**config.mk**
```make
export PLATFORM = sky130hd
export DESIGN_NAME = rv32c_instruction_expander
export DESIGN_NICKNAME = d
export VERILOG_FILES = /design/src/design/rvc_exp_pkg.sv /design/src/design/rv32c_instruction_expander.sv
export SDC_FILE = /design/constraint.sdc
export NUM_CORES = 1
export LEC_CHECK = 0
export ABC_AREA = 1
export BUFFER_PORTS_ARGS = -buffer_cell sky130_fd_sc_hd__buf_2
export CORE_MARGIN = 8
export CORE_UTILIZATION = 56
export DETAILED_ROUTE_END_ITERATION = 7
export PLACE_DENSITY_LB_ADDON = 0.1
export SYNTH_ARGS = -nofsm -noshare
export SYNTH_HDL_FRONTEND = slang
export SYNTH_SLANG_ARGS = --single-unit
```
**constraint.sdc**
```tcl
create_clock -name i_clk -period 3.5 [get_ports i_clk]
set_input_delay 0.35 -clock i_clk [delete_from_list [all_inputs] [get_ports i_clk]]
set_output_delay 0.35 -clock i_clk [all_outputs]
set_load 0.005 [all_outputs]
```
**src/design/rvc_exp_pkg.sv**
```systemverilog
// ----------------------------------------------------------------------------
// rvc_exp_pkg
// Opcodes, field codes and instruction formatters for the RV32C expander.
// ----------------------------------------------------------------------------
package rvc_exp_pkg;

    // Compressed quadrants (bits 1:0)
    localparam logic [1:0] QUAD_0 = 2'b00;
    localparam logic [1:0] QUAD_1 = 2'b01;
    localparam logic [1:0] QUAD_2 = 2'b10;

    // Compressed funct3 (bits 15:13)
    localparam logic [2:0] CF3_0 = 3'd0;
    localparam logic [2:0] CF3_1 = 3'd1;
    localparam logic [2:0] CF3_2 = 3'd2;
    localparam logic [2:0] CF3_3 = 3'd3;
    localparam logic [2:0] CF3_4 = 3'd4;
    localparam logic [2:0] CF3_5 = 3'd5;
    localparam logic [2:0] CF3_6 = 3'd6;
    localparam logic [2:0] CF3_7 = 3'd7;

    // Quadrant 1, funct3 100 sub-op (bits 11:10)
    localparam logic [1:0] CB_SRLI = 2'd0;
    localparam logic [1:0] CB_SRAI = 2'd1;
    localparam logic [1:0] CB_ANDI = 2'd2;
    localparam logic [1:0] CB_ALU  = 2'd3;

    // Register ALU sub-op (bits 6:5)
    localparam logic [1:0] CA_SUB = 2'd0;
    localparam logic [1:0] CA_XOR = 2'd1;
    localparam logic [1:0] CA_OR  = 2'd2;
    localparam logic [1:0] CA_AND = 2'd3;

    // RV32I major opcodes
    localparam logic [6:0] OPC_LOAD   = 7'h03;
    localparam logic [6:0] OPC_OPIMM  = 7'h13;
    localparam logic [6:0] OPC_STORE  = 7'h23;
    localparam logic [6:0] OPC_OP     = 7'h33;
    localparam logic [6:0] OPC_LUI    = 7'h37;
    localparam logic [6:0] OPC_BRANCH = 7'h63;
    localparam logic [6:0] OPC_JALR   = 7'h67;
    localparam logic [6:0] OPC_JAL    = 7'h6F;
    localparam logic [6:0] OPC_SYSTEM = 7'h73;

    // RV32I funct3 / funct7
    localparam logic [2:0] F3_ADD  = 3'd0;
    localparam logic [2:0] F3_SLL  = 3'd1;
    localparam logic [2:0] F3_W    = 3'd2;
    localparam logic [2:0] F3_XOR  = 3'd4;
    localparam logic [2:0] F3_SR   = 3'd5;
    localparam logic [2:0] F3_OR   = 3'd6;
    localparam logic [2:0] F3_AND  = 3'd7;
    localparam logic [2:0] F3_BEQ  = 3'd0;
    localparam logic [2:0] F3_BNE  = 3'd1;
    localparam logic [6:0] F7_BASE = 7'h00;
    localparam logic [6:0] F7_ALT  = 7'h20;

    // Register numbers
    localparam logic [4:0] REG_ZERO = 5'd0;
    localparam logic [4:0] REG_RA   = 5'd1;
    localparam logic [4:0] REG_SP   = 5'd2;

    localparam logic [11:0] IMM_SRA   = 12'h400;
    localparam logic [11:0] IMM_EBRK  = 12'h001;
    localparam logic [31:0] WORD_NONE = 32'h0000_0000;

    typedef logic [15:0] t_cinstr;
    typedef logic [31:0] t_instr;

    function automatic t_instr enc_i(logic [6:0] op, logic [4:0] rd, logic [2:0] f3,
                                     logic [4:0] rs1, logic [11:0] imm);
        return {imm, rs1, f3, rd, op};
    endfunction

    function automatic t_instr enc_s(logic [2:0] f3, logic [4:0] rs1, logic [4:0] rs2,
                                     logic [11:0] imm);
        return {imm[11:5], rs2, rs1, f3, imm[4:0], OPC_STORE};
    endfunction

    function automatic t_instr enc_r(logic [4:0] rd, logic [2:0] f3, logic [4:0] rs1,
                                     logic [4:0] rs2, logic [6:0] f7);
        return {f7, rs2, rs1, f3, rd, OPC_OP};
    endfunction

    function automatic t_instr enc_b(logic [2:0] f3, logic [4:0] rs1, logic [12:0] imm);
        return {imm[12], imm[10:5], REG_ZERO, rs1, f3, imm[4:1], imm[11], OPC_BRANCH};
    endfunction

    function automatic t_instr enc_j(logic [4:0] rd, logic [20:0] imm);
        return {imm[20], imm[10:1], imm[11], imm[19:12], rd, OPC_JAL};
    endfunction

endpackage

```
**src/design/rv32c_instruction_expander.sv**
```systemverilog
// ----------------------------------------------------------------------------
// rv32c_instruction_expander
// Expands a 16-bit RV32C instruction into its 32-bit RV32I equivalent.
// ----------------------------------------------------------------------------
//  channel | valid        | ready         | payload
//  --------+--------------+---------------+-------------------------------------
//  in      | i_in_valid   | o_in_ready    | i_short_instruction
//  out     | o_out_valid  | i_out_ready   | o_expanded_instruction, o_illegal
//
//  One instruction per cycle while the output is not stalled; each input
//  passes through the input register, the decode and the result register,
//  and the result is presented from the result register.
//  A single combinational decode stage lies between the two registers.
//  i_rst_n is synchronous, active low, and empties both stages.
//  A stalled result holds the result register; the input stage keeps
//  accepting until it too is full, and ready follows as soon as a slot frees.
// ----------------------------------------------------------------------------
module rv32c_instruction_expander (
    input  logic                 i_clk,
    input  logic                 i_rst_n,
    input  logic                 i_in_valid,
    output logic                 o_in_ready,
    input  rvc_exp_pkg::t_cinstr i_short_instruction,
    output logic                 o_out_valid,
    input  logic                 i_out_ready,
    output rvc_exp_pkg::t_instr  o_expanded_instruction,
    output logic                 o_illegal
);
    import rvc_exp_pkg::*;

    logic    r_s1_valid, n_s1_valid;
    t_cinstr r_s1_instr;
    logic    r_out_valid, n_out_valid;
    t_instr  r_out_word;
    logic    r_out_ill;

    logic    s2_adv;
    logic    s1_load;

    t_cinstr c;
    t_instr  word;
    logic [4:0]  rd, rs2, rdp, rs1p;
    logic [11:0] ci, clw, imm_4spn, imm_16sp, imm_lwsp, imm_swsp;
    logic [20:0] cj;
    logic [12:0] cb;

    // ---- handshake ----
    assign s2_adv     = r_s1_valid && (!r_out_valid || i_out_ready);
    assign o_in_ready = !r_s1_valid || s2_adv;
    assign s1_load    = i_in_valid && o_in_ready;

    always_comb begin
        n_s1_valid  = r_s1_valid;
        n_out_valid = r_out_valid;
        if (s1_load) begin
            n_s1_valid = 1'b1;
        end else if (s2_adv) begin
            n_s1_valid = 1'b0;
        end
        if (s2_adv) begin
            n_out_valid = 1'b1;
        end else if (i_out_ready) begin
            n_out_valid = 1'b0;
        end
    end

    always_ff @(posedge i_clk) begin
        if (!i_rst_n) begin
            r_s1_valid  <= 1'b0;
            r_out_valid <= 1'b0;
        end else begin
            r_s1_valid  <= n_s1_valid;
            r_out_valid <= n_out_valid;
        end
    end

    always_ff @(posedge i_clk) begin
        if (s1_load) begin
            r_s1_instr <= i_short_instruction;
        end
        if (s2_adv) begin
            r_out_word <= word;
            r_out_ill  <= ~|word;
        end
    end

    // ---- field extraction ----
    assign c        = r_s1_instr;
    assign rd       = c[11:7];
    assign rs2      = c[6:2];
    assign rdp      = {2'b01, c[4:2]};
    assign rs1p     = {2'b01, c[9:7]};
    assign ci       = {{7{c[12]}}, c[6:2]};
    assign clw      = {5'd0, c[5], c[12:10], c[6], 2'b00};
    assign imm_4spn = {2'b00, c[10:7], c[12:11], c[5], c[6], 2'b00};
    assign imm_16sp = {{3{c[12]}}, c[4:3], c[5], c[2], c[6], 4'b0000};
    assign imm_lwsp = {4'd0, c[3:2], c[12], c[6:4], 2'b00};
    assign imm_swsp = {4'd0, c[8:7], c[12:9], 2'b00};
    assign cj       = {{10{c[12]}}, c[8], c[10:9], c[6], c[7], c[2], c[11], c[5:3], 1'b0};
    assign cb       = {{5{c[12]}}, c[6:5], c[2], c[11:10], c[4:3], 1'b0};

    // ---- expansion ----
    always_comb begin
        word = WORD_NONE;
        case (c[1:0])
            QUAD_0: begin
                case (c[15:13])
                    CF3_0: begin
                        if (imm_4spn != '0) begin
                            word = enc_i(OPC_OPIMM, rdp, F3_ADD, REG_SP, imm_4spn);
                        end
                    end
                    CF3_2:   word = enc_i(OPC_LOAD, rdp, F3_W, rs1p, clw);
                    CF3_6:   word = enc_s(F3_W, rs1p, rdp, clw);
                    default: word = WORD_NONE;
                endcase
            end
            QUAD_1: begin
                case (c[15:13])
                    CF3_0: word = enc_i(OPC_OPIMM, rd, F3_ADD, rd, ci);
                    CF3_1: word = enc_j(REG_RA, cj);
                    CF3_2: word = enc_i(OPC_OPIMM, rd, F3_ADD, REG_ZERO, ci);
                    CF3_3: begin
                        if (rd == REG_SP) begin
                            if (imm_16sp != '0) begin
                                word = enc_i(OPC_OPIMM, REG_SP, F3_ADD, REG_SP, imm_16sp);
                            end
                        end else if (ci != '0) begin
                            word = {{14{c[12]}}, c[12], c[6:2], rd, OPC_LUI};
                        end
                    end
                    CF3_4: begin
                        case (c[11:10])
                            CB_SRLI: begin
                                if (!c[12]) begin
                                    word = enc_i(OPC_OPIMM, rs1p, F3_SR, rs1p,
                                                 {7'd0, c[6:2]});
                                end
                            end
                            CB_SRAI: begin
                                if (!c[12]) begin
                                    word = enc_i(OPC_OPIMM, rs1p, F3_SR, rs1p,
                                                 IMM_SRA | {7'd0, c[6:2]});
                                end
                            end
                            CB_ANDI: word = enc_i(OPC_OPIMM, rs1p, F3_AND, rs1p, ci);
                            default: begin
                                // bit 12 set selects the RV64 word ops / reserved
                                if (!c[12]) begin
                                    case (c[6:5])
                                        CA_SUB:  word = enc_r(rs1p, F3_ADD, rs1p, rdp, F7_ALT);
                                        CA_XOR:  word = enc_r(rs1p, F3_XOR, rs1p, rdp, F7_BASE);
                                        CA_OR:   word = enc_r(rs1p, F3_OR, rs1p, rdp, F7_BASE);
                                        CA_AND:  word = enc_r(rs1p, F3_AND, rs1p, rdp, F7_BASE);
                                        default: word = WORD_NONE;
                                    endcase
                                end
                            end
                        endcase
                    end
                    CF3_5:   word = enc_j(REG_ZERO, cj);
                    CF3_6:   word = enc_b(F3_BEQ, rs1p, cb);
                    CF3_7:   word = enc_b(F3_BNE, rs1p, cb);
                    default: word = WORD_NONE;
                endcase
            end
            QUAD_2: begin
                case (c[15:13])
                    CF3_0: begin
                        if (!c[12]) begin
                            word = enc_i(OPC_OPIMM, rd, F3_SLL, rd, {7'd0, c[6:2]});
                        end
                    end
                    CF3_2: begin
                        if (rd != REG_ZERO) begin
                            word = enc_i(OPC_LOAD, rd, F3_W, REG_SP, imm_lwsp);
                        end
                    end
                    CF3_4: begin
                        if (c[12]) begin
                            if (rs2 != REG_ZERO) begin
                                word = enc_r(rd, F3_ADD, rd, rs2, F7_BASE);
                            end else if (rd == REG_ZERO) begin
                                word = enc_i(OPC_SYSTEM, REG_ZERO, F3_ADD, REG_ZERO, IMM_EBRK);
                            end else begin
                                word = enc_i(OPC_JALR, REG_RA, F3_ADD, rd, 12'd0);
                            end
                        end else if (rs2 != REG_ZERO) begin
                            word = enc_r(rd, F3_ADD, REG_ZERO, rs2, F7_BASE);
                        end else if (rd != REG_ZERO) begin
                            word = enc_i(OPC_JALR, REG_ZERO, F3_ADD, rd, 12'd0);
                        end
                    end
                    CF3_6:   word = enc_s(F3_W, REG_SP, rs2, imm_swsp);
                    default: word = WORD_NONE;
                endcase
            end
            default: word = WORD_NONE;
        endcase
    end

    assign o_out_valid            = r_out_valid;
    assign o_expanded_instruction = r_out_word;
    assign o_illegal              = r_out_ill;

`ifndef SYNTH
    // illegal results carry an all-zero word
    a_ill_zero: assert property (@(posedge i_clk) disable iff (!i_rst_n)
        o_out_valid && o_illegal |-> o_expanded_instruction == WORD_NONE)
        else $error("illegal result with nonzero word");

    // every legal expansion is a 32-bit encoding
    a_legal_32: assert property (@(posedge i_clk) disable iff (!i_rst_n)
        o_out_valid && !o_illegal |-> o_expanded_instruction[1:0] == 2'b11)
        else $error("legal result is not a 32-bit encoding");

    // quadrant-3 input always comes out illegal
    a_q3_ill: assert property (@(posedge i_clk) disable iff (!i_rst_n)
        s2_adv && r_s1_instr[1:0] == 2'b11 |=> o_out_valid && o_illegal)
        else $error("uncompressed input not flagged illegal");

    // a held input-stage item is neither lost nor altered
    a_s1_hold: assert property (@(posedge i_clk) disable iff (!i_rst_n)
        r_s1_valid && !s2_adv |=> r_s1_valid && $stable(r_s1_instr))
        else $error("input stage dropped or changed a held item");

    // a transfer in always lands in the input stage
    a_s1_fill: assert property (@(posedge i_clk) disable iff (!i_rst_n)
        s1_load |=> r_s1_valid)
        else $error("input transfer lost");
`endif

endmodule
```
==> results by group <==
Run status
  – Status: finished, final reports clean

Power and ir drop
  – Reg power frac: 0.528
  – Net Sw Frac: 0.290
  – Clock group share of total power: 0.301
  – Pleak: 1.67 nW
  – Internal power: 0.000980 W
  – Pwr/cell area: 381 mW/mm2
  – VDD IR max: 0.215 mV
  – Gate power share: 0.171
  – P_sw: 0.000400 W

Logic synthesis
  – Synth Instances: 421
  – EDFF count, synth: 48
  – Top cell type's share of synthesized area: 0.447
  – Most area-consuming cells after synthesis: edfxtp_1, nand2_1, nand3_1
  – Post-synth top cells: nand2_1, nand3_1, edfxtp_1
  – Avg Inst Size Synth: 7.66 um2
  – Synth area leader: edfxtp_1
  – Seq cells post-synth: 50
  – Yosys warns: 0
  – Count of different cell masters after synthesis: 32
  – Async SR Flop Fraction: 0
  – Sequential area share after synthesis: 0.460
  – Leading cell type by number of instances after synthesis: nand2_1
  – Ys flop type: edfxtp_1
  – Post-Syn Nets: 441
  – Synth Cell Area: 0.00322 mm2

STA
  – Final clock skew: 0.00774 ns
  – Final setup viols: 0
  – Tcrit/Tclk final: 0.773
  – RSZ-0062 raised after global routing: no
  – Worst slew pin tran: 0.681 ns
  – Setup WS post-layout: 0.794 ns
  – Final hold vios: 0
  – Fin. max-slew vios: 0
  – Max Clk Rate: 0.370 GHz
  – Slew HR: 0.544
  – Sum Neg Setup Slack: 0 ns
  – Crit path time final: 2.71 ns

Critical path
  – Crit path kind: reg2reg
  – Arr. time, crit path: 2.84 ns
  – Worst Setup End Kind: register
  – Max FO, Critical Path: 12
  – R2R Setup Slk: 0.79 ns
  – Critical Path RT: 3.63 ns
  – Crit start category: register

Placed design
  – HPWL after DPL: 7870 um
  – IO buf count: 54
  – Setup Slack @ Placement: 0.955 ns
  – Routability cong.: 1.12

Floorplan
  – Die Ht: 91.9 um
  – Core area: 0.00554 mm2
  – IO Pins: 55
  – Die X: 91.9 um
  – Die Area: 0.00844 mm2
  – Site Rows: 27
  – Initial Utilization: 0.582

CTS
  – Clock sink count: 50
  – Clock-pin slew on the worst setup and hold paths: 0.09 ns
  – Post-cts hold buffer count: 0
  – CTS tree: done
  – TritonCTS buffer count: 5
  – Post-CTS resize count: 0
  – Post-CTS setup buffers: 0
  – Worst-Skew Late Latency: 0.31 ns
  – H-tree depth: 2
  – Clock Tree Buf Depth: 2
  – Root buffer cell: clkbuf_8

Job
  – Max Cap Viol: 0

Layout
  – Layout cells sized above 1: 0.173
  – Nets: 492
  – N_diodes: 0
  – Area Overhead vs Synth: 12.5%
  – # fillers: 496

Min path
  – Hold Crit Class: in2reg

GRT
  – Vias in the first global route: 3213
  – Largest net degree at the start of global routing: 33
  – Global-route usage over all layers: 0.252
  – First-pass GRT wire length: 16900 um
  – Initial antenna violation count: 0
  – Global route overflow: 0

Detailed routing
  – Initial DRC count: 593
  – DR vias: 3470
  – Post-DRT Antenna Nets: 0
  – DRC: 0
  – Wire per inst: 19.6 um
  – Total wire length: 10700 um
  – Vias per cell: 6.37
  – Drt first pass iters: 8
-- metal layers --
metal,up-vias,wire length (um),GRT usage
met1,1497,3910,0.319
li1,1538,-,-
met2,350,4560,0.374
met4,0,782,0.168
met3,85,1450,0.0603
met5,-,0,0
-- cells in the final DEF, fill, tap and decap left out, types with 2 or more instances in the layout --
master / n
nand3_2: 2
o21ai_0: 46
nand2_1: 112
nand2_2: 2
nand4_1: 5
dfxtp_1: 2
a21oi_1: 26
buf_4: 2
nand3_1: 50
clkinv_1: 2
inv_1: 42
clkinvlp_4: 2
nor3_1: 3
clkbuf_8: 5
nor2_1: 36
buf_2: 54
nor2_2: 4
nor2_4: 4
a22oi_1: 2
a31oi_1: 2
inv_2: 3
o211ai_1: 5
edfxtp_1: 48
o22ai_1: 4
o21ai_1: 2
-- through the flow --
| step | hold WS [ns] | utilization | instance area, um2 | std cells | power [W] |
|---|---|---|---|---|---|
| after floorplan | 0.447 | - | 3220 | 421 | 0.000882 |
| after global placement | 0.473 | 0.634 | 3510 | 537 | 0.000966 |
| after detailed placement | 0.528 | 0.634 | 3510 | 537 | 0.000965 |
| after CTS | 0.203 | 0.655 | 3630 | 545 | 0.00137 |
| after global routing | 0.203 | 0.655 | 3630 | 545 | 0.00142 |
| final | 0.208 | 0.655 | 3630 | 545 | 0.00138 |
-- critical path: stages, from the launching register on --
cell,delay [ns]
edfxtp_1,0.67
nor2_1,0.27
nand2_1,0.38
inv_2,0.29
nand2_1,0.13
nor2_1,0.33
inv_1,0.19
o21ai_0,0.26
-- power groups by stage --
stage,Clock [W],Sequential [W],Combinational [W]
3_3_place_gp,0,0.000739,0.000227
6_report,0.000415,0.000729,0.000236
5_1_grt,0.000429,0.000731,0.000257
2_1_floorplan,0,0.000727,0.000155
3_5_place_dp,0,0.000740,0.000225
4_1_cts,0.000419,0.000727,0.000226
-- flip-flops by register name, summed over array words and instances (netlist names) --
| register | count |
|---|---|
| o_illegal | 1 |
| o_expanded_instruction | 31 |
| c | 16 |
| o_out_valid | 1 |
| r_s1_valid | 1 |
-- path summary, 6_finish.rpt --
kind | from | cells past startpoint | end
max | c[15] | 7 | o_expanded_instruction[29]
min | i_short_instruction[10] | 1 | c[10]
max reg2reg | c[15] | 7 | o_expanded_instruction[29]
min reg2reg | r_s1_valid | 2 | o_out_valid
-- cells by family (layout without fill, tap and decap cells) --
kind of cell           after synthesis  after routing  share of synthesized area
buffers and inverters               59            111                     0.0823
AND/OR/NAND/NOR                    220            220                      0.304
AO/OA/AOI/OAI                       92             92                      0.155
flip-flops                          50             50                      0.460
-- final cells by class --
cell class | instances | area (um2) | area share
sequential | 50 | 1480 | 0.408
multi-input combinational | 312 | 1480 | 0.408
timing repair buffer | 56 | 285 | 0.0786
inverter | 47 | 176 | 0.0486
tap | 72 | 90.1 | 0.0248
clock buffer | 5 | 68.8 | 0.0190
clock inverter | 3 | 45.0 | 0.0124
No activity file was read; power rests on OpenSTA's default activity.
